## src/design/mrp_pkg.sv

```systemverilog
// Package for the multichannel rotation panner: sizes, item and queue types,
// and the quarter-sine gain table built at elaboration.
// No dependencies.
package mrp_pkg;

    localparam int MAX_CHANNELS    = 8;
    localparam int MIN_CHANNELS    = 2;
    localparam int CHANNEL_RESET   = 2;
    localparam int CFG_W           = 4;
    localparam int CNT_W           = $clog2(MAX_CHANNELS + 1);
    localparam int LANE_W          = $clog2(MAX_CHANNELS);
    localparam int SAMPLE_W        = 16;
    localparam int FRAC_W          = 15;
    localparam int GAIN_W          = 16;
    localparam int ONE_Q15         = 32768;
    localparam int GAIN_TABLE_SIZE = 256;
    localparam int IDX_W           = $clog2(GAIN_TABLE_SIZE + 1);
    localparam int QUEUE_DEPTH     = 2;
    localparam int QPTR_W          = (QUEUE_DEPTH > 1) ? $clog2(QUEUE_DEPTH) : 1;
    localparam int QCNT_W          = $clog2(QUEUE_DEPTH + 1);

    localparam logic [63:0] HALF_PI_Q30 = 64'd1686629713;

    typedef logic signed [SAMPLE_W-1:0] t_sample;
    typedef t_sample [MAX_CHANNELS-1:0] t_lanes;

    typedef struct packed {
        t_sample sample_in_0;
        t_sample sample_in_1;
        t_sample sample_in_2;
        t_sample sample_in_3;
        t_sample sample_in_4;
        t_sample sample_in_5;
        t_sample sample_in_6;
        t_sample sample_in_7;
        t_sample rotation;
    } t_in_item;

    typedef struct packed {
        t_sample sample_out_0;
        t_sample sample_out_1;
        t_sample sample_out_2;
        t_sample sample_out_3;
        t_sample sample_out_4;
        t_sample sample_out_5;
        t_sample sample_out_6;
        t_sample sample_out_7;
    } t_out_item;

    // One classified frame waiting for the gain and mixing pipeline.
    typedef struct packed {
        t_lanes              samples;
        logic [CNT_W-1:0]    count;
        logic [LANE_W-1:0]   offset;
        logic [FRAC_W-1:0]   frac;
    } t_task;

    typedef struct packed {
        logic full;
        logic empty;
    } t_queue_status;

    typedef logic [GAIN_W-1:0] t_gain_table [0:GAIN_TABLE_SIZE];

    // Entry k is sin(k/GAIN_TABLE_SIZE * pi/2) in Q1.15 from a truncating
    // Taylor series in Q2.30 through the x^11 term.
    function automatic t_gain_table build_gain_table();
        t_gain_table       tbl;
        logic [63:0]       x;
        logic [63:0]       x2;
        logic [63:0]       term;
        logic [63:0]       g;
        logic signed [63:0] sum;
        for (int k = 0; k <= GAIN_TABLE_SIZE; k++) begin
            x    = (64'(k) * HALF_PI_Q30) / GAIN_TABLE_SIZE;
            x2   = (x * x) >> 30;
            sum  = $signed(x);
            term = ((x * x2) >> 30) / 6;
            sum  = sum - $signed(term);
            term = ((term * x2) >> 30) / 20;
            sum  = sum + $signed(term);
            term = ((term * x2) >> 30) / 42;
            sum  = sum - $signed(term);
            term = ((term * x2) >> 30) / 72;
            sum  = sum + $signed(term);
            term = ((term * x2) >> 30) / 110;
            sum  = sum - $signed(term);
            if (sum < 0) begin
                sum = 0;
            end
            g = (64'(sum) + 64'd16384) >> 15;
            if (g > 64'(ONE_Q15)) begin
                g = 64'(ONE_Q15);
            end
            tbl[k] = g[GAIN_W-1:0];
        end
        return tbl;
    endfunction

    localparam t_gain_table GAIN_ROM = build_gain_table();

endpackage

```

## src/design/mrp_front.sv

```systemverilog
// Front end of the panner: channel count register, item acceptance and
// position classification into rotation offset and blend fraction.
// Depends on mrp_pkg.
module mrp_front (
    input  logic                         i_clk,
    input  logic                         i_rst_n,
    input  logic                         i_cfg_we,
    input  logic [mrp_pkg::CFG_W-1:0]    i_cfg_data,
    input  logic                         start,
    input  mrp_pkg::t_in_item            i_item,
    input  mrp_pkg::t_queue_status       i_queue_status,
    output logic                         busy,
    output logic                         o_push,
    output mrp_pkg::t_task               o_task
);

    localparam int S_W = mrp_pkg::SAMPLE_W + mrp_pkg::CNT_W + 1;

    logic [mrp_pkg::CFG_W-1:0] r_channel_count;
    logic [mrp_pkg::CNT_W-1:0] count;
    logic signed [S_W-1:0]     s_raw;
    logic signed [S_W-1:0]     span;
    logic signed [S_W-1:0]     s_wrap;

    always_ff @(posedge i_clk) begin
        if (!i_rst_n) begin
            r_channel_count <= mrp_pkg::CFG_W'(mrp_pkg::CHANNEL_RESET);
        end else if (i_cfg_we) begin
            r_channel_count <= i_cfg_data;
        end
    end

    always_comb begin
        if (r_channel_count < mrp_pkg::CFG_W'(mrp_pkg::MIN_CHANNELS)) begin
            count = mrp_pkg::CNT_W'(mrp_pkg::MIN_CHANNELS);
        end else if (r_channel_count > mrp_pkg::CFG_W'(mrp_pkg::MAX_CHANNELS)) begin
            count = mrp_pkg::CNT_W'(mrp_pkg::MAX_CHANNELS);
        end else begin
            count = mrp_pkg::CNT_W'(r_channel_count);
        end

        s_raw = S_W'(i_item.rotation) * S_W'($signed({1'b0, count}));
        span  = S_W'($signed({1'b0, count, {mrp_pkg::FRAC_W{1'b0}}}));

        // A position whose magnitude reaches the count acts as zero.
        if (s_raw <= -span || s_raw >= span) begin
            s_wrap = '0;
        end else if (s_raw < 0) begin
            s_wrap = s_raw + span;
        end else begin
            s_wrap = s_raw;
        end
    end

    always_comb begin
        o_task.samples[0] = i_item.sample_in_0;
        o_task.samples[1] = i_item.sample_in_1;
        o_task.samples[2] = i_item.sample_in_2;
        o_task.samples[3] = i_item.sample_in_3;
        o_task.samples[4] = i_item.sample_in_4;
        o_task.samples[5] = i_item.sample_in_5;
        o_task.samples[6] = i_item.sample_in_6;
        o_task.samples[7] = i_item.sample_in_7;
        o_task.count      = count;
        o_task.offset     = s_wrap[mrp_pkg::FRAC_W +: mrp_pkg::LANE_W];
        o_task.frac       = s_wrap[mrp_pkg::FRAC_W-1:0];
    end

    assign busy   = i_queue_status.full;
    assign o_push = start && !busy;

`ifndef NO_ASSERTIONS
    a_offset_in_range: assert property (@(posedge i_clk) disable iff (!i_rst_n)
        o_push |-> (mrp_pkg::CNT_W'(o_task.offset) < o_task.count))
        else $error("rotation offset not below the channel count");
    a_count_clamped: assert property (@(posedge i_clk) disable iff (!i_rst_n)
        o_push |-> (o_task.count >= mrp_pkg::CNT_W'(mrp_pkg::MIN_CHANNELS) &&
                    o_task.count <= mrp_pkg::CNT_W'(mrp_pkg::MAX_CHANNELS)))
        else $error("channel count outside the clamped range");
`endif

endmodule

```

## config.mk

```make
export PLATFORM = sky130hd
export DESIGN_NAME = mrp_front
export DESIGN_NICKNAME = d
export VERILOG_FILES = /design/src/design/mrp_pkg.sv /design/src/design/mrp_front.sv
export SDC_FILE = /design/constraint.sdc
export NUM_CORES = 1
export LEC_CHECK = 0
export BUFFER_PORTS_ARGS = -buffer_cell sky130_fd_sc_hd__clkbuf_2
export CORE_MARGIN = 1.5
export CORE_UTILIZATION = 30
export DETAILED_ROUTE_END_ITERATION = 7
export PLACE_DENSITY_LB_ADDON = 0.1
export SYNTH_ARGS = -nofsm -noshare
export SYNTH_HDL_FRONTEND = slang
export SYNTH_SLANG_ARGS = --single-unit
export TNS_END_PERCENT = 30
```

## constraint.sdc

```tcl
create_clock -name i_clk -period 9.3 [get_ports i_clk]
set_input_delay 1.86 -clock i_clk [delete_from_list [all_inputs] [get_ports i_clk]]
set_output_delay 1.86 -clock i_clk [all_outputs]
set_load 0.01 [all_outputs]
```

; ---- After elaboration in Yosys (flattened, before gate mapping)
; Cells that the tools add are included.
[word_totals]
ff_bits = 4
in_bits = 154
output_inout_bits = 152
wordCells = 16
[op_classes]
n_addsub = 2
multipliers = 1
order_cmp = 5
n_mux = 4
n_reduce_logical = 3
[op_table]
columns = op, n
row1 = $mux W18, 2
row2 = $ge A21 B20 Y1, 1
row3 = $le A21 B21 Y1, 1
row4 = $lt A21 B1 Y1 const B, 1
row5 = $mul A16 B5 Y21, 1
row6 = $neg A19 Y21, 1
row7 = $add A18 B18 Y18, 1
row8 = $mux W4, 2
row9 = $gt A4 B4 Y1 const B, 1
row10 = $lt A4 B2 Y1 const B, 1
row11 = $logic_and A1 B1 Y1, 1
row12 = $logic_not A1 Y1, 1
row13 = $logic_or A1 B1 Y1, 1

; ---- Logic depth before layout (Yosys ltp)
[depth]
ltp_word = 7
mapped_depth = 27
ltp_nobuf = 23

; ---- Least setup slack after synthesis
; OpenSTA, ideal clock, no wires.
[synth_timing]
path_type = in2out
startpoint = input port i_item[5] (netlist name)
endpoint = output port o_task[16] (netlist name)
t_arrival_ns = 6.778
required_time_ns = 7.440
slack_ns = 0.662
stages = 23
n_path_buf = 1
cell_sequence = and2_1 > ha_1 > fa_1 > inv_1 > fa_1 > inv_1 > ha_1 > and2_4 > a221oi_1 > a21oi_1 > o211ai_1 > a211o_1 > o2111ai_1 > ha_1 > o21ai_0 > nand2b_1 > a21oi_1 > nor2b_1 > o21ai_0 > a31o_2 > o21bai_2 > buf_2 > nor3_1
[synth_lines]
columns = element, line
row1 = from (decl), mrp_front.sv:10  ; input mrp_pkg::t_in_item i_item,
row2 = to (decl), mrp_front.sv:14  ; output mrp_pkg::t_task o_task

==> impl_metrics.json <==
{
  "grt_antenna_before_repair": 0,
  "power_density_nw_per_um2": 131.3,
  "skew_ns": 0,
  "firstDrtPassIters": 4,
  "multi_input_comb_area_um2": 2992,
  "clock_path_buffers": 2,
  "die_area_um2": 15070,
  "number_of_ports_placed_on_the_die_boundary": 306,
  "drtIter0Drc": 78,
  "worstHoldPathType": "register to register",
  "ys_top_cells_by_count": "129 x sky130_fd_sc_hd__buf_4, 74 x sky130_fd_sc_hd__inv_1, 53 x sky130_fd_sc_hd__ha_1",
  "grt.total_usage_pct": 12.61,
  "dpl-instance-area_um2": 3905,
  "setup_viol": 0,
  "routed_wire_length_per_instance_um": 13.86,
  "timing.setup.critical_path_class": "input pin to primary output",
  "fmax_mhz": 112.1,
  "layout.nets": 723,
  "synth.distinct_cells": 60,
  "seqCellArea_um2": 80.08,
  "cts.root.buffer_cell": "sky130_fd_sc_hd__clkbuf_16",
  "residual_overflow_from_global_routing": 0,
  "drive_gt1_share_pct": 19.58,
  "netlist_area_um2": 4302,
  "grt_start_max_net_pins": 20,
  "hold_violations": 0,
  "detail_route.wirelength_mm": 9.148,
  "ys_seq_area_share_pct": 1.862,
  "design.core.area_um2": 13930,
  "die_height_um": 122.7,
  "critical_path.reg2reg.startpoint": "r_channel_count[3]",
  "largest_registers": "r_channel_count x4",
  "grt_pass1_wl_mm": 15.48,
  "number_of_buffers_inserted_by_port_buffering": 48,
  "syn-mean-instance-area_um2": 7.835,
  "largest-register": "r_channel_count",
  "netlist.area_leader.share_pct": 22.51,
  "ys.flop_type": "sky130_fd_sc_hd__dfxtp_1",
  "most_common_cell_in_the_synthesized_netlist": "sky130_fd_sc_hd__buf_4",
  "cts_htree_levels": 1,
  "critical_path.max_fanout": 18,
  "timing.max_slew.rel_slack_pct": 34.87,
  "final_antenna_net_count": 0,
  "number_of_global_route_vias_before_repair": 3242,
  "max_ffs_per_register": 4,
  "floorplan.initialDensity_pct": 30.87,
  "die_w_um": 122.7,
  "worstSkewPairLatency_ns": 0.23,
  "globalplace.congestion": 0.7699,
  "end_kind": "primary output",
  "finalSetupTns_ns": 0,
  "path_clk_slew_ns": 0.03,
  "period_share_pct": 95.94,
  "cts-buffers-inserted": 3,
  "whs_path_cells": 2,
  "timing_worst_slew_pin_value_ns": 0.9770,
  "synthTopCellsByArea": "sky130_fd_sc_hd__buf_4 23%, sky130_fd_sc_hd__fa_1 16%, sky130_fd_sc_hd__ha_1 15%, sky130_fd_sc_hd__and2_1 7.4%, sky130_fd_sc_hd__inv_1 6.5%",
  "synth-edff-count": 0,
  "cp_data_arrival_time_ns": 7.06,
  "final_critical_path_setup_slack_ns": 0.3777,
  "ys_seq_elements": 4,
  "cap_viol_max_count": 0,
  "antenna_cells_inserted": 0,
  "stdcell_area_um2": 4058,
  "grt_util_met1_pct": 14.89,
  "leakage_component_of_the_power_nw": 2.040,
  "syn2layout_area_growth_pct": -5.672,
  "outcome": "completed",
  "crit_required_ns": 7.44,
  "use_met2_pct": 23.44,
  "ir_worst_vdd_v": 0.00005099,
  "gr-max-usage-layer": "met2",
  "grt_setup_unrepaired": "no",
  "preCtsSetupSlack_ns": 0.1187,
  "timing.critical_path.from": "i_item[4]",
  "synthDominantAreaCellType": "sky130_fd_sc_hd__buf_4",
  "grt_use_met3_pct": 1.766,
  "hpwlAfterDp_mm": 8.028,
  "cts_sinks": 4,
  "layout_min_cycle_time_ns": 8.922,
  "route.vias.total": 3096,
  "tritoncts": "built",
  "start_kind": "input pin",
  "postLayoutCoreUtil_pct": 29.12,
  "fillers": 1546,
  "asyncSetResetFlopFracSynth_pct": 0,
  "synthCells": 549,
  "reg2regPathDepth": 3,
  "yosys_warnings": 0,
  "drv_slew": 0,
  "regToRegSetupSlack_ns": 8.22,
  "hold_path_startpoint": "r_channel_count[1]",
  "via_per_inst": 4.691,
  "floorplan.rows": 43,
  "drc": 0
}
[area by class of cell]
type	count	share of cell area, %
inverters	74	6.846
repair buffers	67	10.05
flip-flops and latches	4	1.973
clock buffers	3	1.850
multi-input cells	332	73.73
well taps	180	5.550
[final timing paths]
check,to
worst max register to register,r_channel_count[3]
worst min-delay path,r_channel_count[1]
worst min register to register,r_channel_count[1]
worst max-delay path,o_task[15]
[kinds of logic after synthesis]
logic type	count (synthesis)	synth area share (%)
buf+inv	214	30.13
fa+ha+maj	87	31.24
flops	4	1.862
xor+xnor	15	3.403
mux	6	1.396
compound gates	69	11.58
other cells	1	0.08718
simple gates	153	20.30
[worst max-delay path, stage by stage]
cell and delay [ns]:
sky130_fd_sc_hd__clkbuf_2 0.11, sky130_fd_sc_hd__and2_1 0.14, sky130_fd_sc_hd__ha_1 0.31, sky130_fd_sc_hd__fa_1 0.55
sky130_fd_sc_hd__inv_1 0.06, sky130_fd_sc_hd__fa_1 0.53, sky130_fd_sc_hd__inv_1 0.05, sky130_fd_sc_hd__ha_1 0.30
sky130_fd_sc_hd__and2_4 0.15, sky130_fd_sc_hd__a221o_2 0.40, sky130_fd_sc_hd__a2111oi_2 0.40, sky130_fd_sc_hd__o21ai_0 0.18
sky130_fd_sc_hd__a21oi_1 0.20, sky130_fd_sc_hd__xnor2_1 0.22, sky130_fd_sc_hd__ha_1 0.35, sky130_fd_sc_hd__a21oi_1 0.15
sky130_fd_sc_hd__nor2_1 0.07, sky130_fd_sc_hd__and3_1 0.14, sky130_fd_sc_hd__nand4_1 0.13, sky130_fd_sc_hd__a41oi_4 0.12
sky130_fd_sc_hd__buf_12 0.18, sky130_fd_sc_hd__a2111oi_2 0.31, sky130_fd_sc_hd__buf_2 0.18
[layout by cell type (no fill, tap or decap), types with 6 or more instances in the layout]
| cell type | Yosys | final |
|---|---|---|
| sky130_fd_sc_hd__nor2b_1 | 11 | 11 |
| sky130_fd_sc_hd__nor3b_1 | 8 | 8 |
| sky130_fd_sc_hd__nand2_1 | 24 | 24 |
| sky130_fd_sc_hd__o21ai_0 | 13 | 12 |
| sky130_fd_sc_hd__ha_1 | 53 | 50 |
| sky130_fd_sc_hd__xnor2_1 | 9 | 9 |
| sky130_fd_sc_hd__nand3_1 | 8 | 8 |
| sky130_fd_sc_hd__fa_1 | 34 | 34 |
| sky130_fd_sc_hd__buf_4 | 129 | 17 |
| sky130_fd_sc_hd__nor2_1 | 11 | 11 |
| sky130_fd_sc_hd__mux2i_1 | 6 | 6 |
| sky130_fd_sc_hd__clkbuf_2 | 0 | 47 |
| sky130_fd_sc_hd__and2_1 | 51 | 51 |
| sky130_fd_sc_hd__nor3_1 | 15 | 15 |
| sky130_fd_sc_hd__inv_1 | 74 | 74 |
| sky130_fd_sc_hd__a21oi_1 | 23 | 22 |
[routing by layer]
| metal | routed length (um) | vias to the layer above | part of all wire (%) |
|---|---|---|---|
| met5 | 0 | - | 0 |
| met4 | 190 | 0 | 2.1 |
| met3 | 367 | 39 | 4.0 |
| met2 | 4759 | 82 | 52 |
| met1 | 3831 | 1459 | 42 |
| li1 | - | 1516 | - |
[timing repair]
item | 4_1_cts | 5_1_grt
hold buffers | 0 | 0
endpoints found under the setup margin | 0 | 18
hold endpoints to repair | 0 | 0
gates resized for setup | 0 | 13
buffers inserted | 0 | 2
[through the flow]
stage,hold WS (ns),cells,total power [mW]
final,0.5336,660,0.5329
after CTS,0.5444,658,0.5306
after detailed placement,0.5399,655,0.4590
after global routing,0.5462,660,0.5986
after global placement,0.5278,655,0.4579
after floorplan,0.4834,550,0.3737
[power by group]
part,total [mW],internal [mW],leakage [nW],switching [mW]
registers,0.0202,0.0184,0.0331,0.00185
clock network,0.0682,0.0550,0.0370,0.0132
logic,0.444,0.200,1.97,0.244
Note: power is estimated with default switching activity, not from simulation.
