$ cat src/design/mrp_pkg.sv
// Package for the multichannel rotation panner: sizes, item and queue types,
// and the quarter-sine gain table built at elaboration.
// No dependencies.
package mrp_pkg;

    localparam int MAX_CHANNELS    = 8;
    localparam int MIN_CHANNELS    = 2;
    localparam int CHANNEL_RESET   = 2;
    localparam int CFG_W           = 4;
    localparam int CNT_W           = $clog2(MAX_CHANNELS + 1);
    localparam int LANE_W          = $clog2(MAX_CHANNELS);
    localparam int SAMPLE_W        = 16;
    localparam int FRAC_W          = 15;
    localparam int GAIN_W          = 16;
    localparam int ONE_Q15         = 32768;
    localparam int GAIN_TABLE_SIZE = 256;
    localparam int IDX_W           = $clog2(GAIN_TABLE_SIZE + 1);
    localparam int QUEUE_DEPTH     = 2;
    localparam int QPTR_W          = (QUEUE_DEPTH > 1) ? $clog2(QUEUE_DEPTH) : 1;
    localparam int QCNT_W          = $clog2(QUEUE_DEPTH + 1);

    localparam logic [63:0] HALF_PI_Q30 = 64'd1686629713;

    typedef logic signed [SAMPLE_W-1:0] t_sample;
    typedef t_sample [MAX_CHANNELS-1:0] t_lanes;

    typedef struct packed {
        t_sample sample_in_0;
        t_sample sample_in_1;
        t_sample sample_in_2;
        t_sample sample_in_3;
        t_sample sample_in_4;
        t_sample sample_in_5;
        t_sample sample_in_6;
        t_sample sample_in_7;
        t_sample rotation;
    } t_in_item;

    typedef struct packed {
        t_sample sample_out_0;
        t_sample sample_out_1;
        t_sample sample_out_2;
        t_sample sample_out_3;
        t_sample sample_out_4;
        t_sample sample_out_5;
        t_sample sample_out_6;
        t_sample sample_out_7;
    } t_out_item;

    // One classified frame waiting for the gain and mixing pipeline.
    typedef struct packed {
        t_lanes              samples;
        logic [CNT_W-1:0]    count;
        logic [LANE_W-1:0]   offset;
        logic [FRAC_W-1:0]   frac;
    } t_task;

    typedef struct packed {
        logic full;
        logic empty;
    } t_queue_status;

    typedef logic [GAIN_W-1:0] t_gain_table [0:GAIN_TABLE_SIZE];

    // Entry k is sin(k/GAIN_TABLE_SIZE * pi/2) in Q1.15 from a truncating
    // Taylor series in Q2.30 through the x^11 term.
    function automatic t_gain_table build_gain_table();
        t_gain_table       tbl;
        logic [63:0]       x;
        logic [63:0]       x2;
        logic [63:0]       term;
        logic [63:0]       g;
        logic signed [63:0] sum;
        for (int k = 0; k <= GAIN_TABLE_SIZE; k++) begin
            x    = (64'(k) * HALF_PI_Q30) / GAIN_TABLE_SIZE;
            x2   = (x * x) >> 30;
            sum  = $signed(x);
            term = ((x * x2) >> 30) / 6;
            sum  = sum - $signed(term);
            term = ((term * x2) >> 30) / 20;
            sum  = sum + $signed(term);
            term = ((term * x2) >> 30) / 42;
            sum  = sum - $signed(term);
            term = ((term * x2) >> 30) / 72;
            sum  = sum + $signed(term);
            term = ((term * x2) >> 30) / 110;
            sum  = sum - $signed(term);
            if (sum < 0) begin
                sum = 0;
            end
            g = (64'(sum) + 64'd16384) >> 15;
            if (g > 64'(ONE_Q15)) begin
                g = 64'(ONE_Q15);
            end
            tbl[k] = g[GAIN_W-1:0];
        end
        return tbl;
    endfunction

    localparam t_gain_table GAIN_ROM = build_gain_table();

endpackage

$ cat src/design/mrp_queue.sv
// Short queue of classified frames between the front end and the mixer.
// Depends on mrp_pkg.
module mrp_queue (
    input  logic                    i_clk,
    input  logic                    i_rst_n,
    input  logic                    i_push,
    input  mrp_pkg::t_task          i_task,
    input  logic                    i_pop,
    output mrp_pkg::t_queue_status  o_status,
    output mrp_pkg::t_task          o_task
);

    mrp_pkg::t_task                r_entry [mrp_pkg::QUEUE_DEPTH];
    logic [mrp_pkg::QPTR_W-1:0]    r_wr_ptr;
    logic [mrp_pkg::QPTR_W-1:0]    r_rd_ptr;
    logic [mrp_pkg::QCNT_W-1:0]    r_count;
    logic [mrp_pkg::QPTR_W-1:0]    n_wr_ptr;
    logic [mrp_pkg::QPTR_W-1:0]    n_rd_ptr;
    logic                          do_push;
    logic                          do_pop;

    assign o_status.full  = (r_count == mrp_pkg::QCNT_W'(mrp_pkg::QUEUE_DEPTH));
    assign o_status.empty = (r_count == '0);
    assign do_push        = i_push && !o_status.full;
    assign do_pop         = i_pop && !o_status.empty;
    assign o_task         = r_entry[r_rd_ptr];

    always_comb begin
        if (r_wr_ptr == mrp_pkg::QPTR_W'(mrp_pkg::QUEUE_DEPTH - 1)) begin
            n_wr_ptr = '0;
        end else begin
            n_wr_ptr = r_wr_ptr + 1'b1;
        end
        if (r_rd_ptr == mrp_pkg::QPTR_W'(mrp_pkg::QUEUE_DEPTH - 1)) begin
            n_rd_ptr = '0;
        end else begin
            n_rd_ptr = r_rd_ptr + 1'b1;
        end
    end

    always_ff @(posedge i_clk) begin
        if (!i_rst_n) begin
            r_wr_ptr <= '0;
            r_rd_ptr <= '0;
            r_count  <= '0;
        end else begin
            if (do_push) begin
                r_wr_ptr <= n_wr_ptr;
            end
            if (do_pop) begin
                r_rd_ptr <= n_rd_ptr;
            end
            if (do_push && !do_pop) begin
                r_count <= r_count + 1'b1;
            end else if (do_pop && !do_push) begin
                r_count <= r_count - 1'b1;
            end
        end
    end

    always_ff @(posedge i_clk) begin
        if (do_push) begin
            r_entry[r_wr_ptr] <= i_task;
        end
    end

`ifndef NO_ASSERTIONS
    a_no_push_full: assert property (@(posedge i_clk) disable iff (!i_rst_n)
        !(i_push && o_status.full))
        else $error("item pushed into a full queue");
    a_no_pop_empty: assert property (@(posedge i_clk) disable iff (!i_rst_n)
        !(i_pop && o_status.empty))
        else $error("item popped from an empty queue");
`endif

endmodule

$ cat config.mk
export PLATFORM = sky130hd
export DESIGN_NAME = mrp_queue
export DESIGN_NICKNAME = d
export VERILOG_FILES = /design/src/design/mrp_pkg.sv /design/src/design/mrp_queue.sv
export SDC_FILE = /design/constraint.sdc
export NUM_CORES = 1
export LEC_CHECK = 0
export BUFFER_PORTS_ARGS = -buffer_cell sky130_fd_sc_hd__buf_2
export CORE_MARGIN = 4
export CORE_UTILIZATION = 36
export CTS_CLUSTER_SIZE = 16
export DETAILED_ROUTE_END_ITERATION = 16
export GPL_TIMING_DRIVEN = 0
export PLACE_DENSITY = 0.58
export SYNTH_ARGS = -nofsm -noshare
export SYNTH_HDL_FRONTEND = slang
export SYNTH_SLANG_ARGS = --single-unit
$ cat constraint.sdc
create_clock -name i_clk -period 10.4 [get_ports i_clk]
set_input_delay 2.08 -clock i_clk [delete_from_list [all_inputs] [get_ports i_clk]]
set_output_delay 2.08 -clock i_clk [all_outputs]
set_load 0.05 [all_outputs]
* After elaboration in Yosys (flattened, before gate mapping) *
Memories as Yosys holds them, arrays and structs flattened. A register that Yosys moved wholly into a read port is not among the register bits.
Cells that the tools add are included.

word-level totals
  logic and storage cells = 27
  output and inout port bits = 152
  memories = 1
  memory bits (writable) = 300
  bits of input ports = 154
  register bits = 4

cells by class
  muxes and demuxes = 8
  reductions and logical operators = 10
  add/subtract/negate cells = 4
  eq/ne operators = 1

memory list
  name     words  width  rd ports  clocked after Yosys merged registers in  write ports  RTL line         text
  r_entry  2      150    1         1                                        1            mrp_queue.sv:13  mrp_pkg::t_task r_entry [mrp_pkg::QUEUE_DEPTH];

operators by type and width
  operator                                                             number
  1-bit 2-to-1 mux                                                     6
  1-bit logical AND                                                    4
  1-bit zero test                                                      4
  2-bit 2-to-1 mux                                                     2
  1-bit adder (second input constant)                                  2
  2-bit by 1-bit adder with 2-bit output (second input constant)       1
  2-bit equality test (second input constant)                          1
  2-bit zero test                                                      1
  2-bit nonzero test                                                   1
  2-bit by 1-bit subtractor with 2-bit output (second input constant)  1

* Logic depth before layout (Yosys ltp) *
Gate-level depths: netlist of run 1.

  word-level depth = 7
  mapped depth = 7
  gate-level depth less buffers = 7

* Least setup slack after synthesis of run 1 *
No wires, ideal clock.

  path type = input to register
  start = input i_push
  end = memory r_entry[0][0] in the netlist's numbering (enable)
  library setup time = 0.634 ns
  path buffers = 0
  data required time = 9.766 ns
  slack = 1.838 ns
  stages = 2
  data arrival time = 7.928 ns
  path through = inv_1 nor3_2

on the way
  longest elaborated chain between the ends = 3

ends and longest elaborated chain
  what                                    RTL line         text
  start, declared                         mrp_queue.sv:6   input logic i_push,
  1-bit logical AND                       mrp_queue.sv:24  assign do_push = i_push && !o_status.full;
  1-bit 2-to-1 mux                        mrp_queue.sv:62  if (do_push) begin
  1-bit 2-to-1 mux (implied by the code)  mrp_queue.sv:63  r_entry[r_wr_ptr] <= i_task;
  end, declared                           mrp_queue.sv:13

Every way passes these cells.

==> out/qor.yml, run 1 <==
core_area_um2: 31500
synth_top_area_cell: "edfxtp_1"
gp_congestion: 0.668
port_buffers: 305
synth_top_family_by_area: "multiplexers"
antenna_found_initial: 5
grt_remaining_overflow: 0
intPower_uw: 2760
outcome: "completed"
wl_mm: 23.1
min_from: "r_count[1]"
power_density_nw_per_um2: 290
setup.worst_path.end_class: "output pin"
hpwl_mm: 16.2
r2r-start: "r_count[0]"
multi_input_area_um2: 2200
hold_class: "flip-flop to flip-flop"
fin_util: 0.474
startpoint_type: "flip-flop"
crit_path_max_fanout: 10
synth-simple-area-share: 0.00480
async_flop_share: 0
leakage_uw: 0.00577
post-route-period-util: 0.382
vias: 5780
p_comb_frac: 0.373
yosys_warnings: 0
start_util: 0.364
synthesis.area_um2: 11500
cts-root-buf: "clkbuf_16"
cts_buffers: 34
p_seq_frac: 0.364
synth_top_area_frac: 0.785
final_antenna_net_count: 0
placed_area_um2: 13800
die_h_um: 187
rr_worst_depth: 6
maxCapViolCount: 0
syn_nets: 647
gr-usage-met3: 0.0514
p_switching_uw: 1570
clock_latency_ns: 0.49
synth_xor_area_frac: 0.00229
grt_pass1_vias: 6276
die_x_um: 187
whs_path_depth: 2
synth_area_leaders: "edfxtp_1, mux2_4, mux2_2"
synthToLayoutAreaGrowth_pct: 30.0
fin_crit_ns: 3.97
grt_pass1_wl_mm: 35.3
viasPerCell: 4.53
drtPass1Iterations: 4
synth_seq_area_share: 0.794
die_area_um2: 34800
track_usage: 0.129
ys_ff_latch: 305
drive_gt1_frac: 0.611
synth_edf_count: 300
globalRouteMet2Util: 0.221
ir_worst_vdd_uv: 173
finalSetupViolCount: 0
slew_headroom: 0.414
cts_htree_levels: 2
cts_resized: 0
netlist-cell-type-count: 22
cts_tree: "built"
use_met1: 0.150
avgRoutedWirePerCell_um: 18.1
nets: 1001
fill_cells: 2735
fin_area_um2: 14900
hold_violations: 0
yosys.area_share.adder: 0.00109
grt.busiest_layer: "met2"
regArea_um2: 9110
worstMarginPinSlew_ns: 0.876
critPathKind: "flip-flop to output pin"
slew_violations: 0
syn-instance-count: 492
synth.avg_cell_area_um2: 23.3
drc: 0
grt_max_degree: 43
drtIter0Drc: 240
cts_post_setup_buffers_inserted: 0
cp.required_ns: 8.32
rows: 65
cts.sinks: 305
cts_buffer_depth: 3
reg2reg_slack_ns: 8.12
clk_pin_slew_worst_paths_ns: 0.06
swShare: 0.362
clockPowerShare: 0.263
cts_hold_buf: 0
synth-main-ff-cell: "edfxtp_1"
synth.area.mux_share: 0.180
rsz0062_at_grt: "false"
arrival_ns: 1.89
synth_compound_area_frac: 0.00284
clock-skew-final_ns: 0.0125
io_pins: 306
clock.fmax_mhz: 252
## cell usage in the layout, fill, tap and decap left out, drive strengths merged
master	n
edfxtp	300
xor2	1
nor2	2
inv	2
ha	1
o21a	1
dfxtp	5
clkinvlp	2
a21boi	2
xnor2	2
mux2	150
bufinv	2
o21ai	2
nor3	1
clkinv	13
clkbuf	44
and2	3
diode	2
buf	335
or3	1
and3	1
nand2b	1
## per-stage QoR
stage                     hold slack [ns]  power [µW]  worst slack, ns  instances  setup TNS, ns
after floorplan                     0.483        2870             1.84        492              0
after global placement              0.507        3230            -2.23       1199        -333.71
after detailed placement            0.515        3240             6.44       1212              0
after CTS                           0.526        4400             6.36       1273              0
after global routing                0.539        4520             6.32       1275              0
final                               0.526        4330             6.43       1275              0
## area by class of cell
class                           instances  share of cell area
Clock inverter                         17             0.00889
Sequential cell                       305               0.611
Timing Repair Buffer                  318               0.123
Multi-Input combinational cell        168               0.148
Clock buffer                           44              0.0638
Inverter                                2            0.000503
Buffer                                 17              0.0110
Antenna cell                            2            0.000336
Tap cell                              402              0.0337
## cells by family (layout without fill, tap and decap cells)
group	count (synthesis)	in the layout
xor gates and xnor gates	3	3
other	0	2
DFF	305	305
AOI/OAI and AO/OA	5	5
muxes	150	150
buffers and inverters	19	398
adders and majority gates	1	1
and+or+nand+nor	9	9
## worst paths after layout
check | endpoint
min | r_count[1]
max | o_task[44]
max reg2reg | r_entry[0][89]
min reg2reg | r_count[1]
## registers in the layout, summed over array words and instances (netlist names), named ones only
| register | count |
|---|---|
| r_count | 2 |
| r_entry | 300 |
| r_rd_ptr | 1 |
| r_wr_ptr | 1 |
## power by group through the flow
stage	registers, µW	clock network [µW]	logic [µW]
5_1_grt	1590	1240	1690
6_report	1580	1140	1610
4_1_cts	1580	1180	1640
3_3_place_gp	1660	0	1570
3_5_place_dp	1600	0	1640
2_1_floorplan	1630	0	1240
## worst max-delay path, cell delays in order, from the launching register on
cell and delay, ns:
dfxtp_1 0.32, buf_6 0.13, buf_8 0.18, buf_6 0.21, mux2_4 0.31, buf_2 0.22
## per-layer routing
layer / share of wire / wire (µm) / vias to the layer above
met5: 0.00095 / 22 / -
met4: 0.024 / 550 / 4
met3: 0.086 / 2000 / 39
met2: 0.50 / 11400 / 222
met1: 0.39 / 9090 / 2842
li1: - / - / 2673
## Yosys cell counts (all sizes together), types with 2 or more instances
| master | n |
|---|---|
| xnor2 | 2 |
| dfxtp | 5 |
| edfxtp | 300 |
| o21ai | 2 |
| buf | 17 |
| a21boi | 2 |
| and2 | 3 |
| mux2 | 150 |
| nor2 | 2 |
| inv | 2 |
(Power assumes the default switching activity.)
==> run 2, diff against run 1 <==
--- a/config.mk
+++ b/config.mk
@@ -5,6 +5,7 @@
 export SDC_FILE = /design/constraint.sdc
 export NUM_CORES = 1
 export LEC_CHECK = 0
+export ABC_AREA = 1
 export BUFFER_PORTS_ARGS = -buffer_cell sky130_fd_sc_hd__buf_2
 export CORE_MARGIN = 4
 export CORE_UTILIZATION = 36
==> constraint.sdc (replaced) <==
create_clock -name i_clk -period 3.8 [get_ports i_clk]
set_input_delay 0.76 -clock i_clk [delete_from_list [all_inputs] [get_ports i_clk]]
set_output_delay 0.76 -clock i_clk [all_outputs]
set_load 0.05 [all_outputs]
==> out/qor.yml, run 2 <==
cts_htree_levels: 2
slew_violations: 0
drc: 0
final_cells: 1284
wl_mm: 23.0
mostFrequentLayoutCells: "buf_2, edfxtp_1, mux2_4"
port_buffers: 305
start_util: 0.365
setup_slack_ns: 1.14
synthesis.area_um2: 11500
io_pins: 306
total_power_uw: 11300
rsz0062_at_grt: "false"
largest_reg_flops: 300
grt_remaining_overflow: 0
startpoint_type: "flip-flop"
vias: 5748
critPathKind: "flip-flop to output pin"
synth_edf_count: 300
viasPerCell: 4.48
synth_top_area_frac: 0.785
arrival_ns: 1.90
grt_max_degree: 32
grt_pass1_wl_mm: 34.7
crit_path_max_fanout: 10
crit_chain: "buf_6 > buf_8 > buf_6 > mux2_4 > buf_2"
fin_tns_setup_ns: 0
grt_pass1_vias: 5984
hold_violations: 0
rows: 65
yosysMostFrequentCell: "edfxtp_1"
die_area_um2: 34800
leakage_uw: 0.00576
drtIter0Drc: 265
power_density_nw_per_um2: 759
clock.fmax_mhz: 377
mostFrequentLayoutCell: "buf_2"
cpPeakStageDelay_ns: 0.32
nets: 1013
fin_crit_ns: 2.66
synth_top_area_cell: "edfxtp_1"
die_h_um: 187
dp_cells: 1224
worstMarginPinSlew_ns: 0.877
clock_latency_ns: 0.49
track_usage: 0.126
maxCapViolCount: 0
slew_headroom: 0.409
post-route-period-util: 0.699
yosys_warnings: 0
cp.required_ns: 3.04
drtPass1Iterations: 4
setup.worst_path.end_class: "output pin"
fin_area_um2: 14800
synth-main-ff-cell: "edfxtp_1"
cts_tree: "built"
placed_area_um2: 13800
drive_gt1_frac: 0.598
synth.avg_cell_area_um2: 22.7
die_x_um: 187
top_register: "r_entry"
cts_hold_buf: 0
fill_cells: 2708
cts_post_setup_buffers_inserted: 0
hold_class: "primary input to flip-flop"
num_antenna_cells: 0
cts_resized: 0
netlist-cell-type-count: 15
clk_pin_slew_worst_paths_ns: 0.06
hpwl_mm: 16.0
final_antenna_net_count: 0
cts_buffer_depth: 3
syn-instance-count: 505
gp_congestion: 0.719
outcome: "completed"
post-place-ws_ns: 1.30
async_flop_share: 0
synth_area_leaders: "edfxtp_1, mux2_4, mux2_2"
synth_seq_area_share: 0.794
cp_slowest_cell: "dfxtp_1"
cts-root-buf: "clkbuf_16"
clock-skew-final_ns: 0.00886
core_area_um2: 31500
synth_common_cells: "edfxtp_1, mux2_4, mux2_2"
top_regs: "r_entry x300, r_count x2"
ir_worst_vdd_uv: 393
avgRoutedWirePerCell_um: 17.9
antenna_found_initial: 4
syn_nets: 660
cts_buffers: 34
finalSetupViolCount: 0
cts.sinks: 305
synthToLayoutAreaGrowth_pct: 29.3
crit_top_cell: "buf_6"
ys_ff_latch: 305
## run 2: power by group
| group | switching [µW] | internal, µW |
|---|---|---|
| clock | 1200 | 1860 |
| sequential | 99.3 | 4250 |
| combinational | 2640 | 1220 |
| total | 3940 | 7320 |
## run 2: cells by family (layout without fill, tap and decap cells)
kind of cell	Yosys count	after routing	share of synthesized area
AOI/OAI and AO/OA	4	4	0.00174
DFF	305	305	0.794
muxes	150	150	0.180
adders and majority gates	1	1	0.00109
and+or+nand+nor	19	19	0.00654
buffers and inverters	26	403	0.0172
## run 2: area by class of cell
cell class,count,area [µm²],area share
inverter,9,33.8,0.00228
multi-input combinational,174,2190,0.147
sequential,305,9110,0.614
timing repair buffer,317,1800,0.121
buffer,17,164,0.0110
clock inverter,8,61.3,0.00413
tap,402,503,0.0339
clock buffer,52,992,0.0668
## run 2: stage by stage
step                       util  hold WS (ns)
after floorplan               -         0.467
after global placement    0.429         0.482
after detailed placement  0.438         0.494
after CTS                 0.472         0.428
after global routing      0.472         0.424
final                     0.472         0.456
## run 2: final timing paths
| path | depth (start not counted) | slack (ns) | to | start |
|---|---|---|---|---|
| setup reg to reg | 5 | 1.72 | r_entry[0][27] | r_count[1] |
| hold / removal | 1 | 0.46 | r_entry[0][131] | i_task[131] |
| hold reg to reg | 2 | 0.50 | r_rd_ptr | r_rd_ptr |
| setup / recovery | 5 | 1.14 | o_task[122] | flip-flop |
## run 2: metal layers
metal / up-vias / track usage / routed length (µm)
li1: 2693 / - / -
met1: 2788 / 0.151 / 9140
met2: 214 / 0.211 / 11200
met3: 45 / 0.0529 / 2120
met4: 8 / 0.0350 / 512
met5: - / 0 / 48
## run 2: critical path: cells and delay by family (launching register included)
kind     cells  cell delay, ns
buf+inv      4            0.76
flops        1            0.32
mux          1            0.31
==> run 3, diff against run 2 <==
==> constraint.sdc (replaced) <==
create_clock -name i_clk -period 2.5 [get_ports i_clk]
set_input_delay 0.5 -clock i_clk [delete_from_list [all_inputs] [get_ports i_clk]]
set_output_delay 0.5 -clock i_clk [all_outputs]
set_load 0.05 [all_outputs]
==> out/qor.yml, run 3 (synthesis results as in run 2) <==
outcome: "completed"
p_switching_uw: 6070
io_pins: 306
grt_pass1_vias: 6141
core_area_um2: 31500
cts_post_setup_buffers_inserted: 0
leakage_uw: 0.00575
total_power_uw: 17200
synthToLayoutAreaGrowth_pct: 29.3
avgRoutedWirePerCell_um: 18.2
finalSetupViolCount: 0
cts-root-buf: "clkbuf_16"
power_density_nw_per_um2: 1160
final_antenna_net_count: 0
hold_class: "primary input to flip-flop"
worstMarginPinSlew_ns: 0.820
timing.hold.ws_ns: 0.186
hold_violations: 0
gp_congestion: 0.680
fill_cells: 2778
die_area_um2: 34800
mostFrequentLayoutCell: "buf_2"
p_seq_frac: 0.384
clk_pin_slew_worst_paths_ns: 0.05
die_h_um: 187
mostFrequentLayoutCells: "buf_2, edfxtp_1, mux2_4"
intPower_uw: 11200
cp_slowest_cell: "dfxtp_1"
ir_worst_vdd_uv: 883
cts.sinks: 305
crit_path_max_fanout: 10
post-place-ws_ns: 0.0211
clock.fmax_mhz: 419
regArea_um2: 9110
rows: 65
fin_tns_setup_ns: 0
clock-skew-final_ns: 0.0123
start_util: 0.365
clockPowerShare: 0.278
slew_violations: 0
slew_headroom: 0.452
nets: 1012
placed_area_um2: 13700
crit_chain: "buf_6 > buf_8 > buf_6 > mux2_4 > buf_2"
maxCapViolCount: 0
setup_slack_ns: 0.112
cts_htree_levels: 2
drtPass1Iterations: 5
swShare: 0.352
whs_path_depth: 1
endpoint: "o_task[101]"
fin_crit_ns: 2.39
grt_pass1_wl_mm: 35.4
clock_latency_ns: 0.50
cpPeakStageDelay_ns: 0.32
reg2reg_slack_ns: 0.20
antenna_found_initial: 3
drc: 0
cts_tree: "built"
r2r-start: "r_count[0]"
cts_buffer_depth: 3
cts_buffers: 35
track_usage: 0.129
crit_top_cell: "buf_6"
setup.worst_path.end_class: "output pin"
arrival_ns: 1.89
cp.depth: 5
drtIter0Drc: 207
top_register: "r_entry"
port_buffers: 305
grt_max_degree: 31
path_buf_inv: 4
vias: 5829
startpoint_type: "flip-flop"
hpwl_mm: 16.4
critPathKind: "flip-flop to output pin"
critPathTopFamily: "buffers and inverters"
post-route-period-util: 0.955
rsz0062_at_grt: "false"
fin_area_um2: 14800
wl_mm: 23.4
drive_gt1_frac: 0.599
rr_worst_depth: 5
viasPerCell: 4.53
largest_reg_flops: 300
multi_input_area_um2: 2200
grt_remaining_overflow: 0
timing.rr.end: "r_entry[0][85]"
top_regs: "r_entry x300, r_count x2"
cp.required_ns: 2.00
p_comb_frac: 0.339
die_x_um: 187
run 3: per-stage QoR:
step                cells   util
floorplan             505      -
global placement     1212  0.430
detailed placement   1222  0.437
CTS                  1285  0.471
global route         1286  0.472
finish               1288  0.472
run 3: repair_timing:
item,in CTS,in global routing
gates resized for setup,0,1
setup endpoints to repair,0,1
hold buffers,0,0
run 3: worst reg2reg max path: stages, from the launching register on:
cell and delay [ns]:
dfxtp_1 0.45, o21ai_4 0.13, nor2_4 0.66, buf_12 0.29, buf_12 0.23, buf_12 0.22
run 3: how the worst min path moves through the flow:
stage	startpoint	end	slack, ns
global placement	r_rd_ptr	r_rd_ptr	0.49
global route	i_task[92]	r_entry[1][92]	0.16
floorplan	r_rd_ptr	flip-flop	0.47
finish	i_task[143]	r_entry[0][143]	0.19
CTS	i_task[143]	r_entry[0][143]	0.15
detailed placement	r_rd_ptr	flip-flop	0.48
run 3: per-layer routing:
layer / vias up / global-route usage / share of wire
met5: - / 0 / 0.0011
met4: 4 / 0.0435 / 0.026
met3: 47 / 0.0509 / 0.091
met2: 231 / 0.209 / 0.47
met1: 2844 / 0.159 / 0.41
li1: 2703 / - / -
run 3: power by group through the flow:
stage / combinational [µW] / sequential [µW] / clock (µW)
2_1_floorplan: 4540 / 6740 / 0
3_3_place_gp: 5750 / 6800 / 0
3_5_place_dp: 5930 / 6730 / 0
4_1_cts: 5940 / 6620 / 4960
5_1_grt: 6120 / 6670 / 5180
6_report: 5840 / 6620 / 4790
run 3: area by class of cell:
type	count	share of cell area
timing repair buffer	315	0.117
inverter	9	0.00228
clock inverter	18	0.00927
sequential	305	0.614
tap	402	0.0339
multi-input combinational	174	0.148
clock buffer	45	0.0644
buffer	17	0.0113
antenna	3	0.000506
